$ cat config.mk
export PLATFORM = sky130hd
export DESIGN_NAME = splat_weight_paint_blend
export DESIGN_NICKNAME = d
export VERILOG_FILES = /design/src/design/swpb_pkg.sv /design/src/design/swpb_falloff.sv /design/src/design/swpb_lane.sv /design/src/design/swpb_merge.sv /design/src/design/splat_weight_paint_blend.sv
export SDC_FILE = /design/constraint.sdc
export NUM_CORES = 2
export LEC_CHECK = 0
export ABC_AREA = 1
export BUFFER_PORTS_ARGS = -buffer_cell sky130_fd_sc_hd__buf_2
export CAP_MARGIN = 0
export CORE_ASPECT_RATIO = 1.5
export CORE_MARGIN = 1.5
export CORE_UTILIZATION = 35
export CTS_CLUSTER_SIZE = 24
export DETAILED_ROUTE_END_ITERATION = 10
export PLACE_DENSITY = 0.51
export SYNTH_ARGS = -nofsm -noshare
export SYNTH_HDL_FRONTEND = slang
export SYNTH_SLANG_ARGS = --single-unit
export TNS_END_PERCENT = 5
$ cat constraint.sdc
create_clock -name aclk -period 11.5 [get_ports aclk]
set_input_delay 1.725 -clock aclk [delete_from_list [all_inputs] [get_ports aclk]]
set_output_delay 1.725 -clock aclk [all_outputs]
set_load 0.01 [all_outputs]
$ cat src/design/swpb_pkg.sv
package swpb_pkg;

    localparam int LAYERS     = 4;
    localparam int WEIGHT_W   = 8;
    localparam int SEL_W      = 2;
    localparam int Q16_W      = 17;
    localparam int STRENGTH_W = 16;

    localparam logic [Q16_W-1:0]      ONE_Q16        = 17'h10000;
    localparam logic [Q16_W:0]        THREE_Q16      = 18'd196608;
    localparam logic [STRENGTH_W-1:0] STRENGTH_RESET = 16'd256;
    localparam logic [WEIGHT_W-1:0]   WEIGHT_MAX     = 8'd255;

    // register index decoded from paddr[2]
    localparam logic REG_STRENGTH = 1'b0;

    typedef logic [WEIGHT_W-1:0] weight_t;
    typedef weight_t [LAYERS-1:0] texel_t;
    typedef logic [SEL_W-1:0] layer_t;
    typedef logic [Q16_W-1:0] q16_t;

    typedef struct packed {
        layer_t sel;
        logic   outside;
    } lane_ctl_t;

    typedef struct packed {
        lane_ctl_t ctl;
        texel_t    w;
    } side_t;

    typedef struct packed {
        logic s1;
        logic s2;
        logic s3;
    } falloff_adv_t;

endpackage

$ cat src/design/swpb_falloff.sv
module swpb_falloff (
    input  logic                       aclk,
    input  swpb_pkg::falloff_adv_t     adv,
    input  swpb_pkg::q16_t             ratio,
    input  logic signed [15:0]         strength,
    output swpb_pkg::q16_t             amount
);

    swpb_pkg::q16_t t;
    logic [17:0]    poly;
    logic [33:0]    tt_full;
    logic [32:0]    tt_reg;
    logic [17:0]    poly_reg;

    logic [50:0]    p_full;
    logic [49:0]    p_rnd;
    swpb_pkg::q16_t falloff_reg;

    logic [31:0]    s_prod;
    logic [32:0]    s_rnd;
    logic [24:0]    scaled;
    swpb_pkg::q16_t amount_next;
    swpb_pkg::q16_t amount_reg;

    assign t       = swpb_pkg::ONE_Q16 - ratio;
    assign poly    = swpb_pkg::THREE_Q16 - {t, 1'b0};
    assign tt_full = 34'(t) * 34'(t);

    // smoothstep: t*t*(3 - 2t) in Q1.16, rounded half up
    assign p_full = 51'(tt_reg) * 51'(poly_reg);
    assign p_rnd  = p_full[49:0] + 50'h0_8000_0000;

    assign s_prod = 32'(strength[14:0]) * 32'(falloff_reg);
    assign s_rnd  = 33'(s_prod) + 33'd128;
    assign scaled = s_rnd[32:8];

    always_comb begin
        if (strength[15] || strength == 16'sd0) begin
            amount_next = '0;
        end else if (scaled > 25'(swpb_pkg::ONE_Q16)) begin
            amount_next = swpb_pkg::ONE_Q16;
        end else begin
            amount_next = scaled[16:0];
        end
    end

    always_ff @(posedge aclk) begin
        if (adv.s1) begin
            tt_reg   <= tt_full[32:0];
            poly_reg <= poly;
        end
        if (adv.s2) begin
            falloff_reg <= p_rnd[48:32];
        end
        if (adv.s3) begin
            amount_reg <= amount_next;
        end
    end

    assign amount = amount_reg;

endmodule

$ cat src/design/swpb_lane.sv
module swpb_lane (
    input  logic              aclk,
    input  logic              en,
    input  swpb_pkg::weight_t w,
    input  logic              painted,
    input  logic              outside,
    input  swpb_pkg::q16_t    amount,
    output swpb_pkg::weight_t w_out
);

    swpb_pkg::weight_t coef;
    logic [24:0]       mult;
    logic [25:0]       base;
    logic [25:0]       mixed;
    logic [25:0]       rnd;
    logic [9:0]        vq;
    swpb_pkg::weight_t blended;
    swpb_pkg::weight_t w_out_reg;

    // painted: w + (255-w)*a, others: w - w*a, both over 2^16
    assign coef  = painted ? (swpb_pkg::WEIGHT_MAX - w) : w;
    assign mult  = 25'(coef) * 25'(amount);
    assign base  = {2'b00, w, 16'h0000};
    assign mixed = painted ? (base + 26'(mult)) : (base - 26'(mult));
    assign rnd   = mixed + 26'd32768;
    assign vq    = rnd[25:16];

    always_comb begin
        if (vq > 10'(swpb_pkg::WEIGHT_MAX)) begin
            blended = swpb_pkg::WEIGHT_MAX;
        end else begin
            blended = vq[7:0];
        end
    end

    always_ff @(posedge aclk) begin
        if (en) begin
            w_out_reg <= outside ? w : blended;
        end
    end

    assign w_out = w_out_reg;

endmodule

$ cat src/design/swpb_merge.sv
module swpb_merge (
    input  logic                aclk,
    input  logic                en,
    input  swpb_pkg::lane_ctl_t ctl,
    input  swpb_pkg::texel_t    w_lane,
    output swpb_pkg::texel_t    w_out,
    output logic                touched
);

    logic [9:0]         sum;
    logic signed [10:0] corr;
    swpb_pkg::weight_t  fixed_w;
    swpb_pkg::texel_t   w_fix;
    swpb_pkg::texel_t   w_out_reg;
    logic               touched_reg;

    always_comb begin
        sum = '0;
        for (int i = 0; i < swpb_pkg::LAYERS; i++) begin
            sum = sum + 10'(w_lane[i]);
        end
    end

    // push the painted channel (clamped to 0..255) toward a weight sum of 255; outside texels pass
    assign corr = $signed({3'b000, w_lane[ctl.sel]}) + 11'sd255 - $signed({1'b0, sum});

    always_comb begin
        if (corr < 11'sd0) begin
            fixed_w = '0;
        end else if (corr > 11'sd255) begin
            fixed_w = swpb_pkg::WEIGHT_MAX;
        end else begin
            fixed_w = corr[7:0];
        end
        w_fix = w_lane;
        if (!ctl.outside) begin
            w_fix[ctl.sel] = fixed_w;
        end
    end

    always_ff @(posedge aclk) begin
        if (en) begin
            w_out_reg   <= w_fix;
            touched_reg <= ~ctl.outside;
        end
    end

    assign w_out   = w_out_reg;
    assign touched = touched_reg;

endmodule

$ cat src/design/splat_weight_paint_blend.sv
// channel | direction | handshake          | payload
// s_      | in        | s_tvalid/s_tready  | tdata: ratio, weight 0..3; tuser: layer select
// m_      | out       | m_tvalid/m_tready  | tdata: weight 0..3; tuser: touched
// apb     | in        | psel/penable       | brush_strength at byte address 0
//
// One item per cycle unless m_tready stalls the output; each item passes from input to output through
// t*t, the smoothstep product, strength scaling, four parallel lanes, merge.
// The smoothstep multiply chain sets the depth; every stage has its own valid.
// aresetn (synchronous) clears all valids and sets brush_strength to 1.0.
// A stage holds while the next one is full and stalled; empty stages fill, so input stays
// open while a result waits on m_tready, as long as some stage is still empty.
module splat_weight_paint_blend (
    input  logic        aclk,
    input  logic        aresetn,

    input  logic        s_tvalid,
    output logic        s_tready,
    input  logic [55:0] s_tdata,   // distance_ratio[16:0], weight_in_0..3 8 b each, zero pad
    input  logic [1:0]  s_tuser,   // paint_layer_sel[1:0]

    output logic        m_tvalid,
    input  logic        m_tready,
    output logic [31:0] m_tdata,   // weight_out_0..3, 8 b each
    output logic [0:0]  m_tuser,   // touched

    input  logic        psel,
    input  logic        penable,
    input  logic        pwrite,
    input  logic [2:0]  paddr,
    input  logic [31:0] pwdata,
    output logic [31:0] prdata,
    output logic        pready
);

    logic [15:0]            strength_reg;
    logic [15:0]            strength_next;
    logic [4:0]             valid_reg;
    logic [4:0]             valid_next;
    logic [4:0]             rdy;

    swpb_pkg::q16_t         ratio;
    swpb_pkg::side_t        side_in;
    swpb_pkg::side_t        side1_reg;
    swpb_pkg::side_t        side2_reg;
    swpb_pkg::side_t        side3_reg;
    swpb_pkg::lane_ctl_t    ctl4_reg;
    swpb_pkg::falloff_adv_t f_adv;
    swpb_pkg::q16_t         amount;
    swpb_pkg::texel_t       w_lane;
    swpb_pkg::texel_t       w_out;
    logic                   touched;

    assign pready = 1'b1;
    assign prdata = (paddr[2] == swpb_pkg::REG_STRENGTH) ? {16'h0000, strength_reg} : 32'h0;

    always_comb begin
        strength_next = strength_reg;
        if (psel && penable && pwrite && paddr[2] == swpb_pkg::REG_STRENGTH) begin
            strength_next = pwdata[15:0];
        end
    end

    // ready ripples back from the output register
    assign rdy[4] = ~valid_reg[4] | m_tready;
    assign rdy[3] = ~valid_reg[3] | rdy[4];
    assign rdy[2] = ~valid_reg[2] | rdy[3];
    assign rdy[1] = ~valid_reg[1] | rdy[2];
    assign rdy[0] = ~valid_reg[0] | rdy[1];

    assign s_tready = rdy[0];
    assign m_tvalid = valid_reg[4];

    always_comb begin
        valid_next[0] = rdy[0] ? s_tvalid : valid_reg[0];
        for (int k = 1; k < 5; k++) begin
            valid_next[k] = rdy[k] ? valid_reg[k-1] : valid_reg[k];
        end
    end

    always_ff @(posedge aclk) begin
        if (!aresetn) begin
            strength_reg <= swpb_pkg::STRENGTH_RESET;
            valid_reg    <= '0;
        end else begin
            strength_reg <= strength_next;
            valid_reg    <= valid_next;
        end
    end

    assign ratio               = s_tdata[16:0];
    assign side_in.ctl.sel     = s_tuser;
    assign side_in.ctl.outside = ratio > swpb_pkg::ONE_Q16;
    assign side_in.w[0]        = s_tdata[24:17];
    assign side_in.w[1]        = s_tdata[32:25];
    assign side_in.w[2]        = s_tdata[40:33];
    assign side_in.w[3]        = s_tdata[48:41];

    always_ff @(posedge aclk) begin
        if (rdy[0]) begin
            side1_reg <= side_in;
        end
        if (rdy[1]) begin
            side2_reg <= side1_reg;
        end
        if (rdy[2]) begin
            side3_reg <= side2_reg;
        end
        if (rdy[3]) begin
            ctl4_reg <= side3_reg.ctl;
        end
    end

    assign f_adv.s1 = rdy[0];
    assign f_adv.s2 = rdy[1];
    assign f_adv.s3 = rdy[2];

    swpb_falloff u_falloff (
        .aclk     (aclk),
        .adv      (f_adv),
        .ratio    (ratio),
        .strength (strength_reg),
        .amount   (amount)
    );

    for (genvar i = 0; i < swpb_pkg::LAYERS; i++) begin : g_lane
        swpb_lane u_lane (
            .aclk    (aclk),
            .en      (rdy[3]),
            .w       (side3_reg.w[i]),
            .painted (side3_reg.ctl.sel == swpb_pkg::layer_t'(i)),
            .outside (side3_reg.ctl.outside),
            .amount  (amount),
            .w_out   (w_lane[i])
        );
    end

    swpb_merge u_merge (
        .aclk    (aclk),
        .en      (rdy[4]),
        .ctl     (ctl4_reg),
        .w_lane  (w_lane),
        .w_out   (w_out),
        .touched (touched)
    );

    assign m_tdata    = w_out;
    assign m_tuser[0] = touched;

endmodule

==> results.tsv <==
stage	metric	value	unit
run_status	status	completed	
critical_path	regToRegSetupSlack	1.67	ns
route	num_vias	55019	
critical_path	slowest_stage	nor2_2	
floorplanning	pin_count	168	
timing	slew_headroom	25.41	%
placed_design	hpwl	163300	um
global_route	antenna_found_initial	1	
critical_path	cpPeakStageDelay	0.81	ns
cts	clk_root_buffer_cell	clkbuf_16	
critical_path	crit_path_max_fanout	17	
synth	synth_area_per_cell	7.804	um^2
critical_path	path_common_cell	nand2_1	
run	drv_cap	0	
floorplanning	dieArea	198900	um^2
timing	setup-violations-final	0	
placed_design	gp_congestion	0.8997	
global_route	use_met2	40.14	%
route	drt_iter0_drc	2677	
cts	clk_pin_slew	0.06	ns
synth	synth_seq_area_share	11.77	%
global_route	busiest_layer	met2	
cts	post_cts_buffers	0	
final_layout	layout-drive-gt1-share	4.090	%
timing	worstMarginPinSlew	1.115	ns
global_route	grt_usage	20.46	%
cts	clk_latency	0.62	ns
synth	synth_area	68650	um^2
timing	setup_tns	0	ns
floorplanning	fp.dieH	545.4	um
route	wl_per_cell	17.64	um
final_layout	register_area	8078	um^2
global_route	grt_pass1_vias	59808	
route	antenna_left	0	
global_route	globalRoute.totalOverflow	0	
final_layout	final_nets	10723	
route	dr.pass1.iters	6	
synth	synth_seq_cells	276	
critical_path	endpoint_kind	register	
timing	period_share	85.51	%
cts	tritoncts	done	
cts	cts_resized	0	
global_route	grt_pass1_wl	319500	um
synth	yosys_warnings	0	
final_layout	multi_input_area	50980	um^2
timing	clock_skew	0.02394	ns
critical_path	startpoint_type	register	
cts	cts_buffer_depth	3	
placed_design	io_buffers	125	
critical_path	worst_ep_required_time	11.84	ns
final_layout	syn_to_final_growth	6.740	%
floorplanning	die_w	364.6	um
synth	synthCells	8796	
global_route	grtUsageMet1	21.62	%
final_layout	fillers	20397	
cts	cts_max_level	2	
route	wirelength	200700	um
final_layout	design_area	73270	um^2
floorplanning	initial_core_util	35.30	%
timing	slew_violations	0	
cts	cts.sinks	276	
timing	hold_violations	0	
synth	async_reset_ff_share	0	%
synth	synth_enable_flop_cells	255	
critical_path	path_class	register to register	
worst_hold_path	hold_class	register to register	
synth	yosys_most_used_dff	edfxtp_1	
timing	clock.fmax	101.7	MHz
critical_path	arrival	10.18	ns
floorplanning	coreArea	194500	um^2
timing	layout_min_cycle_time	9.834	ns
global_route	use_met3	1.590	%
global_route	grt_max_degree	54	
route	via_per_inst	4.836	
synth	yosysUniqueCellTypes	61	
cts	postCtsHoldBufs	0	
route	drcViolationCount	0	
timing	rsz0062_at_grt	no	
floorplanning	num_rows	198	
placed_design	place_area	72030	um^2
cts	cts_buffers	36	
## logic make-up after synthesis
group	synth area share, %
adder cells (fa/ha/maj)	47.40
flip-flops	11.77
AND/OR/NAND/NOR	19.36
multiplexers	0.02916
buffers and inverters	14.17
XOR/XNOR	2.348
AO/OA/AOI/OAI	4.909
other	0.01094
## stage by stage
step           instances  util, %  hold WS (ns)  worst slack (ns)
2_1_floorplan       8817        -        0.4003             2.623
3_3_place_gp       11312    37.04        0.4031             1.108
3_5_place_dp       11312    37.04        0.4045             1.166
4_1_cts            11377    37.68        0.4170             1.592
5_1_grt            11378    37.68        0.4269            0.9457
6_report           11378    37.68        0.4170             1.666
## layout make-up
cell class	instances	area share [%]
clock inverter	21	0.3569
inverter	2257	11.56
clock buffer	44	1.342
multi-input combinational	5972	69.58
timing repair buffer	207	1.694
sequential	276	11.02
antenna	1	0.003415
tap	2600	4.440
## worst paths after layout
| kind | startpoint | to | cells past startpoint |
|---|---|---|---|
| hold reg to reg | side1_reg[26] | side2_reg[26] | 0 |
| setup / recovery | side3_reg[34] | g_lane[0].u_lane.w_out[7] | 41 |
| hold / removal | side1_reg[26] | side2_reg[26] | 0 |
| setup reg to reg | side3_reg[34] | g_lane[0].u_lane.w_out[7] | 41 |
## synthesized netlist by cell type (all sizes together), types with 4 or more instances
master  number  area, um^2
a21oi      318        1592
or2         24       150.1
nand2     1884        7112
nor3        42       230.2
a22oi        7       52.55
and3         5       31.28
fa        1213       24280
nand3      287        1451
buf         44       247.7
a211oi       6       45.04
o221ai       9       78.83
nand4       73       456.7
inv       2253        8457
nor4        15       100.1
xor2       127        1112
edfxtp     255        7657
o21ai      135       679.4
clkinv       4       15.01
a221oi       5       43.79
xnor2       57       499.2
nand3b      12       90.09
clkbuf     268        1006
dfxtp       21       420.4
o211ai       6       45.04
ha         660        8258
nor2       938        3595
a31oi       21       131.4
o21bai      37       277.8
o21a        15       112.6
a21o        18       135.1
o31ai        6       45.04
and2         7       46.30
## layer usage
metal	part of all wire, %	up-vias	wire, um
li1	-	25937	-
met1	37	27488	73790
met2	55	1191	109400
met5	0	-	0
met4	5.4	0	10900
met3	3.3	403	6618
## cells in the final DEF (no fill, tap or decap), drive strengths merged, types with 18 or more instances in the layout
cell / synthesis / routed
conb: 2 / 23
clkbuf: 268 / 44
o21bai: 37 / 37
edfxtp: 255 / 255
xor2: 127 / 127
buf: 44 / 207
nor2: 938 / 938
fa: 1213 / 1213
nand2: 1884 / 1884
a21oi: 318 / 318
inv: 2253 / 2257
o21ai: 135 / 135
dfxtp: 21 / 21
ha: 660 / 660
nor3: 42 / 42
xnor2: 57 / 57
a21o: 18 / 18
a31oi: 21 / 21
nand3: 287 / 287
or2: 24 / 24
nand4: 73 / 73
## worst max-delay path: cells and delay by family (launching register included)
kind | cells | cell delay [ns]
flops | 1 | 0.57
simple gates | 25 | 4.21
buf+inv | 5 | 0.87
compound gates | 4 | 0.98
xor+xnor | 1 | 0.29
fa+ha+maj | 6 | 2.59
Power is not shown: default switching activity piles up to over one toggle a cycle in this logic, so the estimate is an artifact.
